===== src/sdspf_pkg.sv =====
// ============================================================================
// sdspf_pkg
// Shared types and constants for the sample dump data packet framer.
// ============================================================================
package sdspf_pkg;

    // Sample input width and clamping range of the sample width register
    localparam int unsigned SAMPLE_W = 28;
    localparam logic [4:0]  BITS_MIN = 5'd8;
    localparam logic [4:0]  BITS_MAX = 5'd28;
    localparam logic [4:0]  BITS_RST = 5'd16;

    // Data bytes carried by one packet
    localparam logic [6:0]  PKT_DATA_BYTES = 7'd120;

    // MIDI framing bytes
    localparam logic [7:0]  SYX_START = 8'hF0;
    localparam logic [6:0]  SYX_NONRT = 7'h7E;
    localparam logic [6:0]  SDS_DATA  = 7'h02;
    localparam logic [7:0]  SYX_END   = 8'hF7;

    // Configuration register indexes
    localparam logic CFG_IDX_SAMPLE_BITS = 1'b0;
    localparam logic CFG_IDX_DEVICE_ID   = 1'b1;

    // Header byte positions
    localparam logic [2:0] HDR_START  = 3'd0;
    localparam logic [2:0] HDR_NONRT  = 3'd1;
    localparam logic [2:0] HDR_DEVICE = 3'd2;
    localparam logic [2:0] HDR_SUBID  = 3'd3;
    localparam logic [2:0] HDR_PKTNUM = 3'd4;

    // Output sequencer phases
    typedef enum logic [2:0] {
        PH_IDLE,
        PH_HDR,
        PH_DATA,
        PH_PAD,
        PH_CHK,
        PH_END
    } phase_t;

endpackage


===== src/sds_data_packet_framer.sv =====
// ============================================================================
// sds_data_packet_framer
// Frames raw samples into MIDI sample dump data packets, one byte run per beat.
// ============================================================================
// Usage:
//   s_ channel: one request per sample. s_tdata[27:0] is the raw sample
//   (low sample_bits bits used); s_tlast high means "close the dump": the
//   sample is ignored and the open packet is padded, checksummed and ended.
//   m_ channel: one request per MIDI byte run. m_tdata[7:0] is the byte,
//   m_tdata[14:8] its repeat count (above one only for zero padding),
//   m_tuser flags the closing F7 of a packet, m_tlast marks the final
//   request caused by one input request.
//   cfg port: index 0 = sample_bits, index 1 = device_id; write only while
//   the block is idle.
// Timing:
//   An accepted sample waits in the input register until the sequencer is
//   free, then its whole request list is computed in a single pass into
//   the sequencer registers. Output goes at one request per cycle while
//   m_tready is high. A sample gives 2..4 data bytes, plus 5 header bytes
//   at packet start or up to 3 close requests at packet end (at most 9);
//   a close request gives 2..3 requests, or none with no open packet (then
//   it just leaves the input register). The byte sequencer is the
//   bottleneck; the input register refills while the sequencer drains, so
//   the next sample is ready the cycle the last request of the current one
//   is taken.
// Reset: all packet state cleared, packet number 0, sample_bits 16,
//   device_id 0. A stalled receiver holds m_ stable; s_tready drops once the
//   input register is full.
// ============================================================================
module sds_data_packet_framer (
    input  logic        aclk,
    input  logic        aresetn,

    input  logic        cfg_we,
    input  logic        cfg_index,
    input  logic [6:0]  cfg_wdata,

    input  logic        s_tvalid,
    output logic        s_tready,
    input  logic [31:0] s_tdata,    // [27:0] sample_value, [31:28] zero
    input  logic        s_tlast,    // last_sample

    output logic        m_tvalid,
    input  logic        m_tready,
    output logic [15:0] m_tdata,    // [7:0] out_byte, [14:8] repeat_count, [15] zero
    output logic        m_tuser,    // packet_end
    output logic        m_tlast     // last
);

    // configuration
    logic [4:0] cfg_bits_reg;
    logic [6:0] cfg_dev_reg;

    // packet state
    logic [6:0] pkt_num_reg, pkt_num_next;
    logic [6:0] bip_reg,     bip_next;
    logic [6:0] csum_reg,    csum_next;

    // input register
    logic                          in_full_reg;
    logic [sdspf_pkg::SAMPLE_W-1:0] in_sample_reg;
    logic                          in_last_reg;

    // sequencer context
    sdspf_pkg::phase_t              phase_reg, phase_next;
    logic [2:0]                     idx_reg,   idx_next;
    logic [sdspf_pkg::SAMPLE_W-1:0] w_reg;
    logic [2:0]                     n_reg;
    logic                           close_reg;
    logic [6:0]                     pad_reg;
    logic [6:0]                     chk_reg;
    logic [6:0]                     dev_reg;
    logic [6:0]                     pn_reg;

    // single-pass item computation
    logic [4:0]                     bits_c;
    logic [2:0]                     m_c;
    logic [sdspf_pkg::SAMPLE_W-1:0] v_c, w_c;
    logic [6:0]                     room_c, bip_after_c, left_c;
    logic [2:0]                     n_c;
    logic                           hdr_c, close_c, has_res_c;
    logic [6:0]                     csum_start_c, csum_after_c;
    logic [6:0]                     b0_c, b1_c, b2_c, b3_c;
    sdspf_pkg::phase_t              after_data_c, first_c, after_data_r;

    // handshake
    logic in_pop, advance, cur_last, busy;

    // output byte fields
    logic [7:0] out_byte;
    logic [6:0] out_rep;
    logic       out_end;

    //--------------------------------------------------------------------
    // Configuration registers
    //--------------------------------------------------------------------
    always_ff @(posedge aclk) begin
        if (!aresetn) begin
            cfg_bits_reg <= sdspf_pkg::BITS_RST;
            cfg_dev_reg  <= '0;
        end else if (cfg_we) begin
            unique case (cfg_index)
                sdspf_pkg::CFG_IDX_SAMPLE_BITS: cfg_bits_reg <= cfg_wdata[4:0];
                sdspf_pkg::CFG_IDX_DEVICE_ID:   cfg_dev_reg  <= cfg_wdata;
                default: ;
            endcase
        end
    end

    //--------------------------------------------------------------------
    // Handshake
    //--------------------------------------------------------------------
    assign busy     = (phase_reg != sdspf_pkg::PH_IDLE);
    assign advance  = busy && m_tready;
    assign in_pop   = in_full_reg && (!busy || (advance && cur_last));
    assign s_tready = !in_full_reg || in_pop;

    always_ff @(posedge aclk) begin
        if (!aresetn) begin
            in_full_reg <= 1'b0;
        end else if (s_tvalid && s_tready) begin
            in_full_reg <= 1'b1;
        end else if (in_pop) begin
            in_full_reg <= 1'b0;
        end
    end

    always_ff @(posedge aclk) begin
        if (s_tvalid && s_tready) begin
            in_sample_reg <= s_tdata[sdspf_pkg::SAMPLE_W-1:0];
            in_last_reg   <= s_tlast;
        end
    end

    //--------------------------------------------------------------------
    // Item computation: sample conversion, byte split, packet bookkeeping
    //--------------------------------------------------------------------
    always_comb begin
        priority if (cfg_bits_reg < sdspf_pkg::BITS_MIN) bits_c = sdspf_pkg::BITS_MIN;
        else if (cfg_bits_reg > sdspf_pkg::BITS_MAX)     bits_c = sdspf_pkg::BITS_MAX;
        else                                             bits_c = cfg_bits_reg;

        priority if (bits_c <= 5'd14) m_c = 3'd2;
        else if (bits_c <= 5'd21)     m_c = 3'd3;
        else                          m_c = 3'd4;

        // mask to width, flip MSB above 8 bits, left-justify into 28 bits
        v_c = in_sample_reg & ({sdspf_pkg::SAMPLE_W{1'b1}} >> (sdspf_pkg::BITS_MAX - bits_c));
        if (bits_c > sdspf_pkg::BITS_MIN)
            v_c = v_c ^ ({{(sdspf_pkg::SAMPLE_W-1){1'b0}}, 1'b1} << (bits_c - 5'd1));
        w_c = v_c << (sdspf_pkg::BITS_MAX - bits_c);

        b0_c = w_c[27:21];
        b1_c = w_c[20:14];
        b2_c = w_c[13:7];
        b3_c = w_c[6:0];

        hdr_c  = !in_last_reg && (bip_reg == '0);
        room_c = sdspf_pkg::PKT_DATA_BYTES - bip_reg;
        if (in_last_reg)
            n_c = '0;
        else if ({4'b0, m_c} < room_c)
            n_c = m_c;
        else
            n_c = room_c[2:0];

        bip_after_c = bip_reg + {4'b0, n_c};
        left_c      = sdspf_pkg::PKT_DATA_BYTES - bip_after_c;

        csum_start_c = hdr_c ? (sdspf_pkg::SYX_NONRT ^ cfg_dev_reg ^ sdspf_pkg::SDS_DATA
                                ^ pkt_num_reg)
                             : csum_reg;
        csum_after_c = csum_start_c
                     ^ ((n_c > 3'd0) ? b0_c : 7'd0)
                     ^ ((n_c > 3'd1) ? b1_c : 7'd0)
                     ^ ((n_c > 3'd2) ? b2_c : 7'd0)
                     ^ ((n_c > 3'd3) ? b3_c : 7'd0);

        has_res_c = !in_last_reg || (bip_reg != '0);
        close_c   = in_last_reg ? (bip_reg != '0) : (left_c < {4'b0, m_c});

        // phase order for the freshly computed item
        if (close_c)
            after_data_c = (left_c != '0) ? sdspf_pkg::PH_PAD : sdspf_pkg::PH_CHK;
        else
            after_data_c = sdspf_pkg::PH_IDLE;
        if (!has_res_c)
            first_c = sdspf_pkg::PH_IDLE;
        else if (hdr_c)
            first_c = sdspf_pkg::PH_HDR;
        else if (n_c != '0)
            first_c = sdspf_pkg::PH_DATA;
        else
            first_c = after_data_c;
    end

    // packet state update at the moment an item enters the sequencer
    always_comb begin
        pkt_num_next = pkt_num_reg;
        bip_next     = bip_reg;
        csum_next    = csum_reg;
        if (in_pop) begin
            if (close_c) begin
                pkt_num_next = pkt_num_reg + 7'd1;
                bip_next     = '0;
                csum_next    = '0;
            end else if (!in_last_reg) begin
                bip_next  = bip_after_c;
                csum_next = csum_after_c;
            end
        end
    end

    always_ff @(posedge aclk) begin
        if (!aresetn) begin
            pkt_num_reg <= '0;
            bip_reg     <= '0;
            csum_reg    <= '0;
        end else begin
            pkt_num_reg <= pkt_num_next;
            bip_reg     <= bip_next;
            csum_reg    <= csum_next;
        end
    end

    // item context, held while its requests drain
    always_ff @(posedge aclk) begin
        if (in_pop) begin
            w_reg     <= w_c;
            n_reg     <= n_c;
            close_reg <= close_c;
            pad_reg   <= left_c;
            chk_reg   <= csum_after_c;
            dev_reg   <= cfg_dev_reg;
            pn_reg    <= pkt_num_reg;
        end
    end

    //--------------------------------------------------------------------
    // Output sequencer: next phase
    //--------------------------------------------------------------------
    always_comb begin
        if (close_reg)
            after_data_r = (pad_reg != '0) ? sdspf_pkg::PH_PAD : sdspf_pkg::PH_CHK;
        else
            after_data_r = sdspf_pkg::PH_IDLE;

        phase_next = phase_reg;
        idx_next   = idx_reg;
        if (in_pop) begin
            phase_next = first_c;
            idx_next   = '0;
        end else if (advance) begin
            unique case (phase_reg)
                sdspf_pkg::PH_HDR: begin
                    if (idx_reg == sdspf_pkg::HDR_PKTNUM) begin
                        phase_next = (n_reg != '0) ? sdspf_pkg::PH_DATA : after_data_r;
                        idx_next   = '0;
                    end else begin
                        idx_next = idx_reg + 3'd1;
                    end
                end
                sdspf_pkg::PH_DATA: begin
                    if (idx_reg == n_reg - 3'd1) begin
                        phase_next = after_data_r;
                        idx_next   = '0;
                    end else begin
                        idx_next = idx_reg + 3'd1;
                    end
                end
                sdspf_pkg::PH_PAD:  phase_next = sdspf_pkg::PH_CHK;
                sdspf_pkg::PH_CHK:  phase_next = sdspf_pkg::PH_END;
                sdspf_pkg::PH_END:  phase_next = sdspf_pkg::PH_IDLE;
                default:            phase_next = sdspf_pkg::PH_IDLE;
            endcase
        end
    end

    always_ff @(posedge aclk) begin
        if (!aresetn) begin
            phase_reg <= sdspf_pkg::PH_IDLE;
            idx_reg   <= '0;
        end else begin
            phase_reg <= phase_next;
            idx_reg   <= idx_next;
        end
    end

    //--------------------------------------------------------------------
    // Output sequencer: current request
    //--------------------------------------------------------------------
    always_comb begin
        out_byte = '0;
        out_rep  = 7'd1;
        out_end  = 1'b0;
        cur_last = 1'b0;
        unique case (phase_reg)
            sdspf_pkg::PH_HDR: begin
                unique case (idx_reg)
                    sdspf_pkg::HDR_START:  out_byte = sdspf_pkg::SYX_START;
                    sdspf_pkg::HDR_NONRT:  out_byte = {1'b0, sdspf_pkg::SYX_NONRT};
                    sdspf_pkg::HDR_DEVICE: out_byte = {1'b0, dev_reg};
                    sdspf_pkg::HDR_SUBID:  out_byte = {1'b0, sdspf_pkg::SDS_DATA};
                    sdspf_pkg::HDR_PKTNUM: out_byte = {1'b0, pn_reg};
                    default:               out_byte = '0;
                endcase
            end
            sdspf_pkg::PH_DATA: begin
                unique case (idx_reg[1:0])
                    2'd0: out_byte = {1'b0, w_reg[27:21]};
                    2'd1: out_byte = {1'b0, w_reg[20:14]};
                    2'd2: out_byte = {1'b0, w_reg[13:7]};
                    2'd3: out_byte = {1'b0, w_reg[6:0]};
                    default: out_byte = '0;
                endcase
                cur_last = !close_reg && (idx_reg == n_reg - 3'd1);
            end
            sdspf_pkg::PH_PAD: out_rep  = pad_reg;
            sdspf_pkg::PH_CHK: out_byte = {1'b0, chk_reg};
            sdspf_pkg::PH_END: begin
                out_byte = sdspf_pkg::SYX_END;
                out_end  = 1'b1;
                cur_last = 1'b1;
            end
            default: ;
        endcase
    end

    assign m_tvalid = busy;
    assign m_tdata  = {1'b0, out_rep, out_byte};
    assign m_tuser  = out_end;
    assign m_tlast  = cur_last;

endmodule

===== config.mk =====
export PLATFORM = sky130hd
export DESIGN_NAME = sds_data_packet_framer
export DESIGN_NICKNAME = d
export VERILOG_FILES = /design/src/sdspf_pkg.sv /design/src/sds_data_packet_framer.sv
export SDC_FILE = /design/constraint.sdc
export NUM_CORES = 1
export LEC_CHECK = 0
export BUFFER_PORTS_ARGS = -buffer_cell sky130_fd_sc_hd__buf_2
export CAP_MARGIN = 40
export CORE_ASPECT_RATIO = 1.25
export CORE_UTILIZATION = 60
export CTS_CLUSTER_DIAMETER = 30
export DETAILED_ROUTE_END_ITERATION = 8
export PLACE_DENSITY = 0.79
export REMOVE_ABC_BUFFERS = 1
export SLEW_MARGIN = 25
export SYNTH_ARGS = -nofsm -noshare
export SYNTH_HDL_FRONTEND = slang
export SYNTH_SLANG_ARGS = --single-unit

===== constraint.sdc =====
create_clock -name aclk -period 16.7 [get_ports aclk]
set_input_delay 0 -clock aclk [delete_from_list [all_inputs] [get_ports aclk]]
set_output_delay 0 -clock aclk [all_outputs]
set_load 0.01 [all_outputs]

==> reports/results.txt <==
Placed cell area: 10,100 µm²
Resize count post-CTS: 0
Vias: 8,679
Worst-path cell with the longest stage delay: a221oi_2
Synth warnings: 0
Layout Cells excl Fill: 1,333
Fin. max-slew vios: 0
# rows: 51
Share of cells above drive strength 1: 0.161
Vias in the first global route: 8,244
Leakage: 4.20 nW
Clock sinks: 129
R2R depth: 29
Area Growth Syn to Fin: 13.9%
Worst-path clk slew: 60 ps
Worst Tran Pin Value: 842 ps
Met1 usage: 0.421
Initial antenna violation count: 0
RSZ-0062 raised after global routing: false
Final net count: 1,181
Violation count after the first detailed-route iteration: 977
Top cell type's share of synthesized area: 0.272
Worst Hold Path Cells: 5
Worst slack at placement: 8930 ps
Final WL: 28.1 mm
Worst path top cell family by delay: compound AO/OA/AOI/OAI gates
HP Start: m_tready
CTS tree: done
Syn Area/Cell: 9.42 µm²
Setup violations, final: 0
FF-to-FF Start: cfg_bits_reg[3]$_SDFFE_PN0P_
Area of the mapped netlist: 9820 µm²
Yosys reg bits: 129
Worst VDD drop: 0.0600 mV
Max incr delay on CP: 650 ps
First-pass GRT wire length: 43.7 mm
Flop-to-flop setup slack: 8760 ps
Power per Cell Area: 95.0 nW/µm²
Port buffer count: 60
Commonest cells after routing, fill and taps aside: edfxtp_1 (89), nor2_1 (83), nand2_1 (76), buf_2 (61), a21oi_1 (55)
Crit Path Class: reg2reg
CP Capture Type: flop
DRC viols: 0
Pwr Total: 1.06 mW
Worst Hold End: idx_reg[0]$_SDFFE_PP0P_
HPWL after detailed placement: 20.1 mm
Number of enable flip-flop cells after synthesis: 89
ANT nets after route: 0
Most area-hungry cell type in the Yosys netlist: edfxtp_1
Synth area leaders: edfxtp_1 (27%), dfxtp_1 (8.2%), xnor2_1 (4.0%)
Final Critical Period: 7940 ps
Sequential area share after synthesis: 0.354
Die ar.: 16,900 µm²
Gr usage total: 0.342
Clock root buffer master: clkbuf_16
Worst EP required: 17,030 ps
Gp weighted congestion: 1.01
Period utilization: 0.475
Inserted Clock Buffers: 17
M3 GR Usage: 0.0622
DR vias/cell: 6.51
CP arrival: 8270 ps
Wirelength per Cell: 21.1 µm
H-tree Lvls: 4
Grt total ovfl: 0
Die Y: 145 µm
Placed cells: 1,255
Worst setup margin: 8760 ps
Most common cell on crit path: ha_1
Hold Violations, Final: 0
CP Launch Type: flop
Clock skew: 12.8 ps
Post-synth ARST share: 0
Starting Density: 0.623
Post-route cell area: 11,200 µm²
Clk_lat worst skew: 450 ps
R2r endpoint: pkt_num_reg[5]$_SDFFE_PN0P_
Ys flop type: edfxtp_1
Worst Hold Class: in2reg
DRT Pass-1 Iters: 5
# Post-CTS Setup Buffers: 0
Maxcap violations: 0
Status: completed
ANT cells: 0
Clock buffer depth: 2
F_max: 126 MHz
Ports: 66
Slew headroom: 0.438
Worst path bufs/invs: 5
Synthesized instance count: 1,042
Die X: 116 µm
Setup TNS Final: 0 ps
Distinct cell type count after synthesis: 105
Core Area: 15,800 µm²
Most used routing layer: met2
Met2 usage: 0.552
Largest net degree at the start of global routing: 65
Crit Path Max Fanout: 36
Most common cell after layout, fill and taps aside: edfxtp_1
## worst reg2reg max path, delay by kind of cell (launching register included)
| kind | cells | cell delay [ps] |
|---|---|---|
| simple gates | 9 | 1660 |
| buf+inv | 5 | 1060 |
| compound gates | 8 | 2770 |
| fa+ha+maj | 5 | 1650 |
| xor+xnor | 2 | 360 |
| flops | 1 | 320 |
## metrics by stage
| stage | util | hold slack [ps] |
|---|---|---|
| after global routing | 0.709 | 44.5 |
| after CTS | 0.705 | 15.6 |
| after floorplan | - | 61.9 |
| final | 0.709 | 12.7 |
| after global placement | 0.642 | 176 |
| after detailed placement | 0.642 | 178 |
## synth_stat cells, types with 7 or more instances
cell type,count
a211oi_1,9
a31oi_1,9
nand2b_1,18
mux2i_1,33
nor2_1,83
xnor2_1,45
o21ai_0,40
o31ai_1,7
a222oi_1,8
nor2b_1,25
nand2_1,76
o22ai_1,12
and2_1,13
buf_6,7
o211a_1,8
nand3b_1,10
and3_1,14
a21oi_1,56
o211ai_1,14
nand3_1,40
dfxtp_1,40
nor3_1,17
mux4_2,11
edfxtp_1,89
a22oi_1,21
inv_1,32
a21boi_0,12
nand4_1,7
a21o_1,10
xor2_1,27
ha_1,26
clkbuf_1,39
buf_2,20
## per-layer routing
metal / vias up / wire length, µm
met5: - / 0
met4: 0 / 1730
met3: 115 / 1710
met2: 428 / 13700
met1: 4079 / 11000
li1: 4057 / -
## final cells by class
| cell class | count | area, µm² |
|---|---|---|
| Tap cell | 212 | 265 |
| Timing Repair Buffer | 117 | 870 |
| Clock buffer | 19 | 433 |
| Multi-Input combinational cell | 809 | 5870 |
| Sequential cell | 129 | 3470 |
| Inverter | 34 | 128 |
| Fill cell | 1242 | 4580 |
| Clock inverter | 13 | 138 |
## repair_timing
item                                    in CTS  in global routing
hold buffers                                42                  0
hold endpoints to repair                    42                  0
endpoints found under the setup margin       0                  0
## power breakdown
| part | switching [mW] | internal [mW] | total (mW) |
|---|---|---|---|
| Sequential | 0.0158 | 0.377 | 0.392 |
| Combinational | 0.185 | 0.114 | 0.299 |
| Clock | 0.151 | 0.219 | 0.371 |
| Total | 0.352 | 0.710 | 1.06 |
## worst max-delay path by stage
stage,start,end,slack (ps),depth (start not counted)
2_1_floorplan,cfg_bits_reg[4]$_SDFFE_PN1P_,pkt_num_reg[5]$_SDFFE_PN0P_,9620,27
3_3_place_gp,cfg_bits_reg[4]$_SDFFE_PN1P_,pkt_num_reg[5]$_SDFFE_PN0P_,9160,29
3_5_place_dp,cfg_bits_reg[4]$_SDFFE_PN1P_,pkt_num_reg[5]$_SDFFE_PN0P_,8930,29
4_1_cts,cfg_bits_reg[4]$_SDFFE_PN1P_,pkt_num_reg[5]$_SDFFE_PN0P_,8910,29
5_1_grt,cfg_bits_reg[3]$_SDFFE_PN0P_,pkt_num_reg[5]$_SDFFE_PN0P_,8200,29
6_report,cfg_bits_reg[3]$_SDFFE_PN0P_,pkt_num_reg[5]$_SDFFE_PN0P_,8760,29
## cells by family after synthesis
family | Yosys count | share of synthesized area
other | 1 | 0.000382
muxes | 52 | 0.0688
xor gates and xnor gates | 76 | 0.0726
and+or+nand+nor | 360 | 0.196
adders and majority gates | 27 | 0.0352
DFF | 129 | 0.354
AOI/OAI and AO/OA | 293 | 0.225
buffers and inverters | 104 | 0.0488
Power figures use the tool's default switching activity.
